$ cat src/hw/rtl/stable_priority_queue_core_defines.svh
// assertion macros used by the priority queue datapath
`ifndef STABLE_PRIORITY_QUEUE_CORE_DEFINES_SVH
`define STABLE_PRIORITY_QUEUE_CORE_DEFINES_SVH

// concurrent assertion on an explicit clock and active-low reset
`define SPQ_ASSERT_CLK(label, clk, rst_n, prop, msg) \
  label: assert property (@(posedge clk) disable iff (!rst_n) prop) \
    else $error(msg);

// concurrent assertion on the block clock and reset
`define SPQ_ASSERT(label, prop, msg) `SPQ_ASSERT_CLK(label, clk_i, rst_ni, prop, msg)

`endif

$ cat src/hw/rtl/spq_pkg.sv
// types, constants and helpers of the stable priority queue
`default_nettype none

package spq_pkg;

  localparam int unsigned CAPACITY = 64;
  localparam int unsigned ADDR_W   = $clog2(CAPACITY);
  localparam int unsigned CNT_W    = $clog2(CAPACITY + 1);
  localparam int unsigned KEY_W    = 16;
  localparam int unsigned ID_W     = 16;
  localparam int unsigned KIND_W   = 2;
  localparam int unsigned PREP_W   = 8;
  localparam int unsigned FILL_W   = 7;

  typedef logic signed [KEY_W-1:0] key_t;
  typedef logic [ID_W-1:0]         id_t;
  typedef logic [KIND_W-1:0]       kind_t;
  typedef logic [PREP_W-1:0]       prep_t;
  typedef logic [FILL_W-1:0]       fill_t;
  typedef logic [ADDR_W-1:0]       addr_t;
  typedef logic [CNT_W-1:0]        cnt_t;

  typedef struct packed {
    key_t  key;
    id_t   id;
    kind_t kind;
    prep_t prep;
  } entry_t;

  typedef enum logic [0:0] {
    OP_INSERT = 1'b0,
    OP_POP    = 1'b1
  } op_e;

  typedef enum logic [1:0] {
    ST_INSERTED  = 2'd0,
    ST_POPPED    = 2'd1,
    ST_POP_EMPTY = 2'd2,
    ST_INS_FULL  = 2'd3
  } status_e;

  typedef enum logic [2:0] {
    S_IDLE,
    S_INS_START,
    S_INS_CMP,
    S_INS_PLACE,
    S_POP_READ,
    S_RESP
  } state_e;

  // commands from the controller to the datapath
  typedef struct packed {
    logic accept;   // latch the incoming beat
    logic rd_tail;  // read the entry just below the free slot
    logic shift;    // move the read entry up one slot and read the next one
    logic place;    // write the new entry into the free slot
    logic rd_head;  // read the head entry
    logic load;     // update the queue and load the result register
  } spq_cmd_t;

  // status from the datapath to the controller
  typedef struct packed {
    logic full;
    logic empty;
    logic j_one;     // one entry left below the free slot
    logic greater;   // read entry key is above the new key
    logic out_free;  // result register can take a value this cycle
  } spq_sts_t;

  // ring pointer step up with wrap
  function automatic addr_t addr_inc(input addr_t a);
    addr_t r;
    r = (a == ADDR_W'(CAPACITY - 1)) ? '0 : a + 1'b1;
    return r;
  endfunction

  // ring pointer step down with wrap
  function automatic addr_t addr_dec(input addr_t a);
    addr_t r;
    r = (a == '0) ? ADDR_W'(CAPACITY - 1) : a - 1'b1;
    return r;
  endfunction

endpackage

`default_nettype wire

$ cat src/hw/rtl/spq_in_if.sv
// input channel of the priority queue: operation beat
`default_nettype none

interface spq_in_if import spq_pkg::*; ();
  logic  valid;
  logic  ready;
  logic  operation;
  key_t  priority_key;
  id_t   order_id;
  kind_t order_kind;
  prep_t order_prep;

  modport source (
    output valid, operation, priority_key, order_id, order_kind, order_prep,
    input  ready
  );

  modport sink (
    input  valid, operation, priority_key, order_id, order_kind, order_prep,
    output ready
  );
endinterface

`default_nettype wire

$ cat src/hw/rtl/spq_out_if.sv
// output channel of the priority queue: result beat
`default_nettype none

interface spq_out_if import spq_pkg::*; ();
  logic  valid;
  logic  ready;
  logic [1:0] status;
  key_t  out_key;
  id_t   out_id;
  kind_t out_kind;
  prep_t out_prep;
  fill_t fill_level;

  modport source (
    output valid, status, out_key, out_id, out_kind, out_prep, fill_level,
    input  ready
  );

  modport sink (
    input  valid, status, out_key, out_id, out_kind, out_prep, fill_level,
    output ready
  );
endinterface

`default_nettype wire

$ cat src/hw/rtl/spq_ctrl.sv
// controller state machine of the priority queue
`default_nettype none

module spq_ctrl import spq_pkg::*; (
  input  wire logic     clk_i,
  input  wire logic     rst_ni,
  input  wire logic     in_valid_i,
  input  wire logic     op_i,
  input  wire spq_sts_t sts_i,
  output logic          in_ready_o,
  output spq_cmd_t      cmd_o
);

  state_e state_q, state_d;

  // state register
  always_ff @(posedge clk_i or negedge rst_ni) begin
    if (!rst_ni) begin
      state_q <= S_IDLE;
    end else begin
      state_q <= state_d;
    end
  end

  // next state
  always_comb begin
    state_d = state_q;
    case (state_q)
      S_IDLE: begin
        if (in_valid_i) begin
          if (op_i == OP_INSERT) begin
            if (sts_i.full) begin
              state_d = S_RESP;
            end else if (sts_i.empty) begin
              state_d = S_INS_PLACE;
            end else begin
              state_d = S_INS_START;
            end
          end else begin
            state_d = sts_i.empty ? S_RESP : S_POP_READ;
          end
        end
      end
      S_INS_START: state_d = S_INS_CMP;
      S_INS_CMP: begin
        if (!sts_i.greater) begin
          state_d = S_RESP;
        end else if (sts_i.j_one) begin
          state_d = S_INS_PLACE;
        end
      end
      S_INS_PLACE: state_d = S_RESP;
      S_POP_READ:  state_d = S_RESP;
      S_RESP: begin
        if (sts_i.out_free) begin
          state_d = S_IDLE;
        end
      end
      default: state_d = S_IDLE;
    endcase
  end

  // command outputs
  always_comb begin
    cmd_o      = '0;
    in_ready_o = 1'b0;
    case (state_q)
      S_IDLE: begin
        in_ready_o   = 1'b1;
        cmd_o.accept = in_valid_i;
      end
      S_INS_START: cmd_o.rd_tail = 1'b1;
      S_INS_CMP: begin
        cmd_o.shift = sts_i.greater;
        cmd_o.place = !sts_i.greater;
      end
      S_INS_PLACE: cmd_o.place   = 1'b1;
      S_POP_READ:  cmd_o.rd_head = 1'b1;
      S_RESP:      cmd_o.load    = sts_i.out_free;
      default: begin
        cmd_o      = '0;
        in_ready_o = 1'b0;
      end
    endcase
  end

endmodule

`default_nettype wire

$ cat src/hw/rtl/spq_dpath.sv
// datapath of the priority queue: ring store, pointers and result register
`default_nettype none
`include "stable_priority_queue_core_defines.svh"

module spq_dpath import spq_pkg::*; (
  input  wire logic     clk_i,
  input  wire logic     rst_ni,
  input  wire spq_cmd_t cmd_i,
  output spq_sts_t      sts_o,
  input  wire logic     op_i,
  input  wire key_t     key_i,
  input  wire id_t      id_i,
  input  wire kind_t    kind_i,
  input  wire prep_t    prep_i,
  input  wire logic     out_ready_i,
  output logic          out_valid_o,
  output logic [1:0]    status_o,
  output key_t          out_key_o,
  output id_t           out_id_o,
  output kind_t         out_kind_o,
  output prep_t         out_prep_o,
  output fill_t         fill_o
);

  localparam logic [CNT_W:0] CapWide = (CNT_W + 1)'(CAPACITY);

  entry_t  entry_mem_q [CAPACITY];
  entry_t  rd_q;
  entry_t  new_q;
  addr_t   head_q;
  addr_t   w_q;
  addr_t   r_q;
  cnt_t    count_q;
  cnt_t    j_q;
  cnt_t    count_next;
  status_e status_q;
  logic    out_valid_q;
  logic    [1:0] status_out_q;
  key_t    out_key_q;
  id_t     out_id_q;
  kind_t   out_kind_q;
  prep_t   out_prep_q;
  fill_t   fill_q;

  logic    [CNT_W:0] tail_sum;
  addr_t   tail_addr;
  addr_t   rd_addr;
  logic    rd_en;
  logic    wr_en;
  entry_t  wr_data;
  logic    full;
  logic    empty;

  assign full  = (count_q == CNT_W'(CAPACITY));
  assign empty = (count_q == '0);

  // physical slot just past the last held entry
  assign tail_sum  = (CNT_W + 1)'(head_q) + (CNT_W + 1)'(count_q);
  assign tail_addr = (tail_sum >= CapWide) ? ADDR_W'(tail_sum - CapWide) : ADDR_W'(tail_sum);

  // memory port control
  assign rd_en   = cmd_i.rd_tail | cmd_i.shift | cmd_i.rd_head;
  assign rd_addr = cmd_i.rd_head ? head_q : (cmd_i.shift ? addr_dec(r_q) : r_q);
  assign wr_en   = cmd_i.shift | cmd_i.place;
  assign wr_data = cmd_i.shift ? rd_q : new_q;

  // entry store, one write and one registered read per cycle
  always_ff @(posedge clk_i) begin
    if (wr_en) begin
      entry_mem_q[w_q] <= wr_data;
    end
    if (rd_en) begin
      rd_q <= entry_mem_q[rd_addr];
    end
  end

  // latched item and walk pointers
  always_ff @(posedge clk_i) begin
    if (cmd_i.accept) begin
      new_q <= '{key: key_i, id: id_i, kind: kind_i, prep: prep_i};
      w_q   <= tail_addr;
      r_q   <= addr_dec(tail_addr);
      j_q   <= count_q;
    end else if (cmd_i.shift) begin
      w_q <= r_q;
      r_q <= addr_dec(r_q);
      j_q <= j_q - 1'b1;
    end
  end

  // outcome of the beat, decided at accept
  always_ff @(posedge clk_i or negedge rst_ni) begin
    if (!rst_ni) begin
      status_q <= ST_INSERTED;
    end else if (cmd_i.accept) begin
      if (op_i == OP_INSERT) begin
        status_q <= full ? ST_INS_FULL : ST_INSERTED;
      end else begin
        status_q <= empty ? ST_POP_EMPTY : ST_POPPED;
      end
    end
  end

  // fill count after this beat
  always_comb begin
    case (status_q)
      ST_INSERTED: count_next = count_q + 1'b1;
      ST_POPPED:   count_next = count_q - 1'b1;
      default:     count_next = count_q;
    endcase
  end

  // head pointer and fill count
  always_ff @(posedge clk_i or negedge rst_ni) begin
    if (!rst_ni) begin
      head_q  <= '0;
      count_q <= '0;
    end else if (cmd_i.load) begin
      count_q <= count_next;
      if (status_q == ST_POPPED) begin
        head_q <= addr_inc(head_q);
      end
    end
  end

  // result valid
  always_ff @(posedge clk_i or negedge rst_ni) begin
    if (!rst_ni) begin
      out_valid_q <= 1'b0;
    end else if (cmd_i.load) begin
      out_valid_q <= 1'b1;
    end else if (out_ready_i) begin
      out_valid_q <= 1'b0;
    end
  end

  // result payload
  always_ff @(posedge clk_i) begin
    if (cmd_i.load) begin
      status_out_q <= status_q;
      fill_q       <= FILL_W'(count_next);
      if (status_q == ST_POPPED) begin
        out_key_q  <= rd_q.key;
        out_id_q   <= rd_q.id;
        out_kind_q <= rd_q.kind;
        out_prep_q <= rd_q.prep;
      end else begin
        out_key_q  <= '0;
        out_id_q   <= '0;
        out_kind_q <= '0;
        out_prep_q <= '0;
      end
    end
  end

  assign out_valid_o = out_valid_q;
  assign status_o    = status_out_q;
  assign out_key_o   = out_key_q;
  assign out_id_o    = out_id_q;
  assign out_kind_o  = out_kind_q;
  assign out_prep_o  = out_prep_q;
  assign fill_o      = fill_q;

  // status to the controller
  assign sts_o.full     = full;
  assign sts_o.empty    = empty;
  assign sts_o.j_one    = (j_q == CNT_W'(1));
  assign sts_o.greater  = ($signed(rd_q.key) > $signed(new_q.key));
  assign sts_o.out_free = !out_valid_q || out_ready_i;

  // checks
  `SPQ_ASSERT(a_count_bound, count_q <= CNT_W'(CAPACITY), "fill count above capacity")
  `SPQ_ASSERT(a_head_bound, head_q <= ADDR_W'(CAPACITY - 1), "head pointer out of range")
  `SPQ_ASSERT(a_insert_grows,
    cmd_i.load && status_q == ST_INSERTED |=> count_q == $past(count_q) + 1'b1,
    "insert did not grow the fill count")

endmodule

`default_nettype wire

$ cat src/hw/rtl/stable_priority_queue_core.sv
// Stable priority queue: holds up to CAPACITY entries (key, id, kind, prep) in
// ascending signed key order in a ring-addressed single-port-write memory; equal
// keys leave in arrival order. Each input beat gives exactly one result beat.
// One operation is in flight at a time. A pop, a pop on an empty queue and an
// insert on a full one need no walk; an insert into a non-empty queue walks
// down from the tail, moving each held entry whose key is above the new key up
// one slot, one entry a cycle through the memory's one read port and one write
// port. A stalled result beat adds its stall time. No clearing pass after reset.
`default_nettype none

module stable_priority_queue_core import spq_pkg::*; (
  input  wire logic clk_i,
  input  wire logic rst_ni,
  spq_in_if.sink    in_i,
  spq_out_if.source out_o
);

  spq_cmd_t cmd;
  spq_sts_t sts;

  // sequencer
  spq_ctrl u_ctrl (
    .clk_i      (clk_i),
    .rst_ni     (rst_ni),
    .in_valid_i (in_i.valid),
    .op_i       (in_i.operation),
    .sts_i      (sts),
    .in_ready_o (in_i.ready),
    .cmd_o      (cmd)
  );

  // store and result register
  spq_dpath u_dpath (
    .clk_i       (clk_i),
    .rst_ni      (rst_ni),
    .cmd_i       (cmd),
    .sts_o       (sts),
    .op_i        (in_i.operation),
    .key_i       (in_i.priority_key),
    .id_i        (in_i.order_id),
    .kind_i      (in_i.order_kind),
    .prep_i      (in_i.order_prep),
    .out_ready_i (out_o.ready),
    .out_valid_o (out_o.valid),
    .status_o    (out_o.status),
    .out_key_o   (out_o.out_key),
    .out_id_o    (out_o.out_id),
    .out_kind_o  (out_o.out_kind),
    .out_prep_o  (out_o.out_prep),
    .fill_o      (out_o.fill_level)
  );

endmodule

`default_nettype wire
$ cat src/flat_wrapper.sv
// flat-port wrapper written by rule: the top's interface ports become plain ports
module stable_priority_queue_core_flat import spq_pkg::*;
  (clk_i, rst_ni, in_i_valid, in_i_operation, in_i_priority_key, in_i_order_id, in_i_order_kind, in_i_order_prep, in_i_ready, out_o_valid, out_o_status, out_o_out_key, out_o_out_id, out_o_out_kind, out_o_out_prep, out_o_fill_level, out_o_ready);
  spq_in_if in_i_i ();
  spq_out_if out_o_i ();
  input  wire logic clk_i;
  input  wire logic rst_ni;
  input wire logic [$bits(in_i_i.valid)-1:0] in_i_valid;
  input wire logic [$bits(in_i_i.operation)-1:0] in_i_operation;
  input wire logic [$bits(in_i_i.priority_key)-1:0] in_i_priority_key;
  input wire logic [$bits(in_i_i.order_id)-1:0] in_i_order_id;
  input wire logic [$bits(in_i_i.order_kind)-1:0] in_i_order_kind;
  input wire logic [$bits(in_i_i.order_prep)-1:0] in_i_order_prep;
  output wire logic [$bits(in_i_i.ready)-1:0] in_i_ready;
  output wire logic [$bits(out_o_i.valid)-1:0] out_o_valid;
  output wire logic [$bits(out_o_i.status)-1:0] out_o_status;
  output wire logic [$bits(out_o_i.out_key)-1:0] out_o_out_key;
  output wire logic [$bits(out_o_i.out_id)-1:0] out_o_out_id;
  output wire logic [$bits(out_o_i.out_kind)-1:0] out_o_out_kind;
  output wire logic [$bits(out_o_i.out_prep)-1:0] out_o_out_prep;
  output wire logic [$bits(out_o_i.fill_level)-1:0] out_o_fill_level;
  input wire logic [$bits(out_o_i.ready)-1:0] out_o_ready;
  assign in_i_i.valid = in_i_valid;
  assign in_i_i.operation = in_i_operation;
  assign in_i_i.priority_key = in_i_priority_key;
  assign in_i_i.order_id = in_i_order_id;
  assign in_i_i.order_kind = in_i_order_kind;
  assign in_i_i.order_prep = in_i_order_prep;
  assign in_i_ready = in_i_i.ready;
  assign out_o_valid = out_o_i.valid;
  assign out_o_status = out_o_i.status;
  assign out_o_out_key = out_o_i.out_key;
  assign out_o_out_id = out_o_i.out_id;
  assign out_o_out_kind = out_o_i.out_kind;
  assign out_o_out_prep = out_o_i.out_prep;
  assign out_o_fill_level = out_o_i.fill_level;
  assign out_o_i.ready = out_o_ready;
  stable_priority_queue_core u_core (.clk_i(clk_i), .rst_ni(rst_ni), .in_i(in_i_i), .out_o(out_o_i));
endmodule
$ cat config.mk
export PLATFORM = sky130hd
export DESIGN_NAME = stable_priority_queue_core_flat
export DESIGN_NICKNAME = d
export VERILOG_FILES = /design/src/hw/rtl/spq_pkg.sv /design/src/hw/rtl/spq_in_if.sv /design/src/hw/rtl/spq_out_if.sv /design/src/hw/rtl/spq_ctrl.sv /design/src/hw/rtl/spq_dpath.sv /design/src/hw/rtl/stable_priority_queue_core.sv /design/src/flat_wrapper.sv
export VERILOG_INCLUDE_DIRS = /design/src /design/src/hw/rtl
export SDC_FILE = /design/constraint.sdc
export NUM_CORES = 2
export LEC_CHECK = 0
export ABC_AREA = 1
export BUFFER_PORTS_ARGS = -buffer_cell sky130_fd_sc_hd__buf_2
export CAP_MARGIN = 10
export CORE_UTILIZATION = 35
export CTS_CLUSTER_DIAMETER = 120
export DETAILED_ROUTE_END_ITERATION = 8
export PLACE_DENSITY = 0.59
export SLEW_MARGIN = 10
export SYNTH_ARGS = -nofsm -noshare
export SYNTH_HDL_FRONTEND = slang
export SYNTH_HIERARCHICAL = 1
export SYNTH_SLANG_ARGS = --single-unit
$ cat constraint.sdc
create_clock -name clk_i -period 9 [get_ports clk_i]
set_input_delay 2.7 -clock clk_i [delete_from_list [all_inputs] [get_ports clk_i]]
set_output_delay 2.7 -clock clk_i [all_outputs]
set_load 0.02 [all_outputs]
==> results_dict.tcl <==
set metrics [dict create \
    numPortBuffers 99 \
    cp_max_fo 163 \
    wl_met3_um 36430 \
    grt_usage 0.2193 \
    arrival_ps 7130 \
    min_to "u_core/u_dpath/status_o[0]" \
    cts_made_buffers 308 \
    final_core_util 0.3976 \
    yosysMostFrequentCell "nand2_1" \
    syn_avg_cell_area_um2 11.12 \
    core_area_um2 347000 \
    first_global_vias 79030 \
    cts.sink_count 2861 \
    syn_area_um2 122300 \
    cap_violations 0 \
    path_clk_slew_ps 60 \
    async_reset_ff_frac 0.006641 \
    start_kind "register" \
    period_share 0.7271 \
    cts_max_path_buffers 4 \
    vias 85330 \
    synth_top_cell_by_area "edfxtp_1" \
    cts_resized 0 \
    hold_buffers 0 \
    layout.nets 10970 \
    synthTopCellsByCount "3343 x nand2_1, 2836 x edfxtp_1, 2723 x nand3_1" \
    grt_first_pass_wirelength_um 568400 \
    syn_nets 11080 \
    ys_warn_count 6 \
    dpl.hpwl_um 205000 \
    min-delay-start "u_core/u_dpath/status_q[0]" \
    pwr_density_cell_nw_per_um2 388.4 \
    syn_inst 11000 \
    setup_viol 0 \
    post_cts_buffers 0 \
    ys.flop_type "edfxtp_1" \
    wl_per_cell_um 25.19 \
    root_buffer "clkbuf_16" \
    r2r_start "u_core/u_dpath/rd_q[40]" \
    max_freq_mhz 152.8 \
    final-hold-violation-count 0 \
    drt_iter0_drc 11390 \
    ys_ff_latch 2861 \
    period_needed_ps 6544 \
    clockPowerShare 0.230 \
    vdd_ir_drop_max_mv 0.4539 \
    grt_max_degree 203 \
    dieArea_um2 351900 \
    cellLeakagePower_uw 0.05210 \
    drt-pass1-iter-count 6 \
    design_area_um2 138000 \
    worstSkewPairLatency_ps 900 \
    initial_utilization 0.3525 \
    drc 0 \
    wl_met2_um 185100 \
    grt_overflow_total 0 \
    grt_antenna_before_repair 6 \
    met1_length_um 157300 \
    synth.distinct_cells 39 \
    ys_seq_area_frac 0.7010 \
    htree_levels 5 \
    p_comb_frac 0.449 \
    p_total_uw 53580 \
    tightest_slew_ps 1279 \
    area_delta_synth_final_pct 12.78 \
    min_delay_path_depth 0 \
    cts_tree "yes" \
    dr.max_layer_used "met5" \
    rows 216 \
    die_h_um 593.2 \
    drive_gt1_frac 0.07856 \
    clock-skew-final_ps 66.03 \
    switchingPower_uw 23660 \
    slew_headroom 0.1452 \
    rrSetupSlack_ps 2460 \
    synth_top_area_share 0.6962 \
    reg2reg_to "u_core/u_dpath/rd_q[35]" \
    critical_path_class "register to register" \
    place_inst 15160 \
    synth_area_leaders "edfxtp_1 70%, nand3_1 11%, nand2_1 10%, nand3b_1 2.0%, inv_1 1.9%" \
    io_pins 100 \
    p_int_uw 29920 \
    worstRegToRegCells 21 \
    sw_frac_of_total 0.4416 \
    die_width_um 593.2 \
    layoutNonFillerInstCount 15690 \
    viasPerCell 5.437 \
    ant_nets 0 \
    synth-edff-count 2836 \
    place_area_um2 128400 \
    wirelength_um 395400 \
    critPathRequiredTime_ps 9590 \
    outcome "completed" \
    hold_path_class "register to register" \
    fin_tns_setup_ps 0 \
    rsz0062_at_grt "no" \
    gp_congestion 0.8120 \
    finalMaxSlewViolations 0 \
    p_seq_frac 0.321 \
    crit_path_end_kind "register" \
]
==> registers in the layout, indices dropped and copies added, names as in the netlist <==
name / count
u_core/u_ctrl/state_q: 3
u_core/u_dpath/count_q: 7
u_core/u_dpath/entry_mem_q: 2688
u_core/u_dpath/fill_o: 7
u_core/u_dpath/head_q: 6
u_core/u_dpath/j_q: 7
u_core/u_dpath/new_q: 42
u_core/u_dpath/out_id_o: 16
u_core/u_dpath/out_key_o: 16
u_core/u_dpath/out_kind_o: 2
u_core/u_dpath/out_prep_o: 8
u_core/u_dpath/out_valid_o: 1
u_core/u_dpath/r_q: 6
u_core/u_dpath/rd_q: 42
u_core/u_dpath/status_o: 2
u_core/u_dpath/status_q: 2
u_core/u_dpath/w_q: 6
==> layout make-up <==
type                            instances  area, µm²
Timing Repair Buffer                  339       2810
Sequential cell                      2861      85760
Inverter                              627       2390
Antenna cell                            2      5.005
Tap cell                             4578       5728
Clock inverter                        148       1343
Fill cell                           32750     209000
Clock buffer                          385       8188
Multi-Input combinational cell       6753      31750
==> metrics by stage <==
stage | hold slack, ps | setup slack [ps]
after floorplan | 423.1 | 1960
after global placement | 449.3 | 2638
after detailed placement | 444.4 | 2672
after CTS | 471.0 | 2616
after global routing | 499.1 | 2367
final | 469.3 | 2456
==> worst max-delay path, stage by stage, from the launching register on <==
cell,delay [ps]
edfxtp_1,600
ha_1,440
nand4_1,180
nor3_1,470
a21oi_1,180
xor2_1,170
nand2_1,90
inv_1,60
nand2_1,110
nor2_4,80
inv_6,460
nand2_1,220
nand3_4,340
buf_12,600
buf_12,560
nand3b_1,150
nand3_1,130
nand3_1,90
nand3_1,110
nand3_1,130
nand3_1,300
nand2_1,190
==> worst max path at each step <==
stage | startpoint | endpoint | slack (ps) | depth (start not counted)
floorplan | out_o_ready | u_core/u_dpath/head_q[5] | 1960 | 10
global placement | u_core/u_dpath/rd_q[41] | u_core/u_dpath/rd_q[35] | 2640 | 21
detailed placement | u_core/u_dpath/rd_q[41] | u_core/u_dpath/entry_mem_q[37][20] | 2670 | 14
CTS | u_core/u_dpath/rd_q[41] | u_core/u_dpath/entry_mem_q[37][20] | 2620 | 14
global route | u_core/u_dpath/rd_q[41] | u_core/u_dpath/rd_q[35] | 2370 | 22
finish | u_core/u_dpath/rd_q[40] | u_core/u_dpath/rd_q[35] | 2460 | 21
==> placed cells by master (no fill, tap or decap), drive strengths merged, types with 7 or more instances in the layout <==
cell | Yosys | routed
nand2 | 3344 | 3344
edfxtp | 2836 | 2836
nand3 | 2724 | 2724
inv | 626 | 640
clkbuf | 223 | 385
buf | 535 | 339
nand3b | 333 | 333
nor2 | 146 | 146
clkinv | 1 | 108
o21ai | 77 | 77
ha | 33 | 33
a21oi | 23 | 23
bufinv | 0 | 22
dfrtp | 19 | 19
nand4 | 14 | 14
xor2 | 13 | 13
nor4 | 11 | 11
nor3 | 7 | 7
==> power by group through the flow <==
stage | Clock [µW] | Sequential [µW] | Combinational, µW
2_1_floorplan | 0 | 17600 | 15600
3_3_place_gp | 0 | 17400 | 23700
3_5_place_dp | 0 | 17500 | 23800
4_1_cts | 12500 | 17200 | 23900
5_1_grt | 12900 | 17200 | 26100
6_report | 12300 | 17200 | 24100
==> kinds of logic after synthesis <==
logic type	after synthesis	synth area share
AO/OA/AOI/OAI	115	0.005073
XOR/XNOR	17	0.001217
adder cells (fa/ha/maj)	35	0.003703
buffers and inverters	1385	0.04799
flip-flops	2861	0.7010
multiplexers	1	0.00008183
AND/OR/NAND/NOR	6585	0.2409
==> metal layers <==
| layer | up-vias | track usage |
|---|---|---|
| met5 | - | 0 |
| met4 | 2 | 0.08466 |
| met3 | 774 | 0.03395 |
| met2 | 4358 | 0.3536 |
| met1 | 42260 | 0.2977 |
| li1 | 37930 | - |
Note: power is estimated with default switching activity, not from simulation.
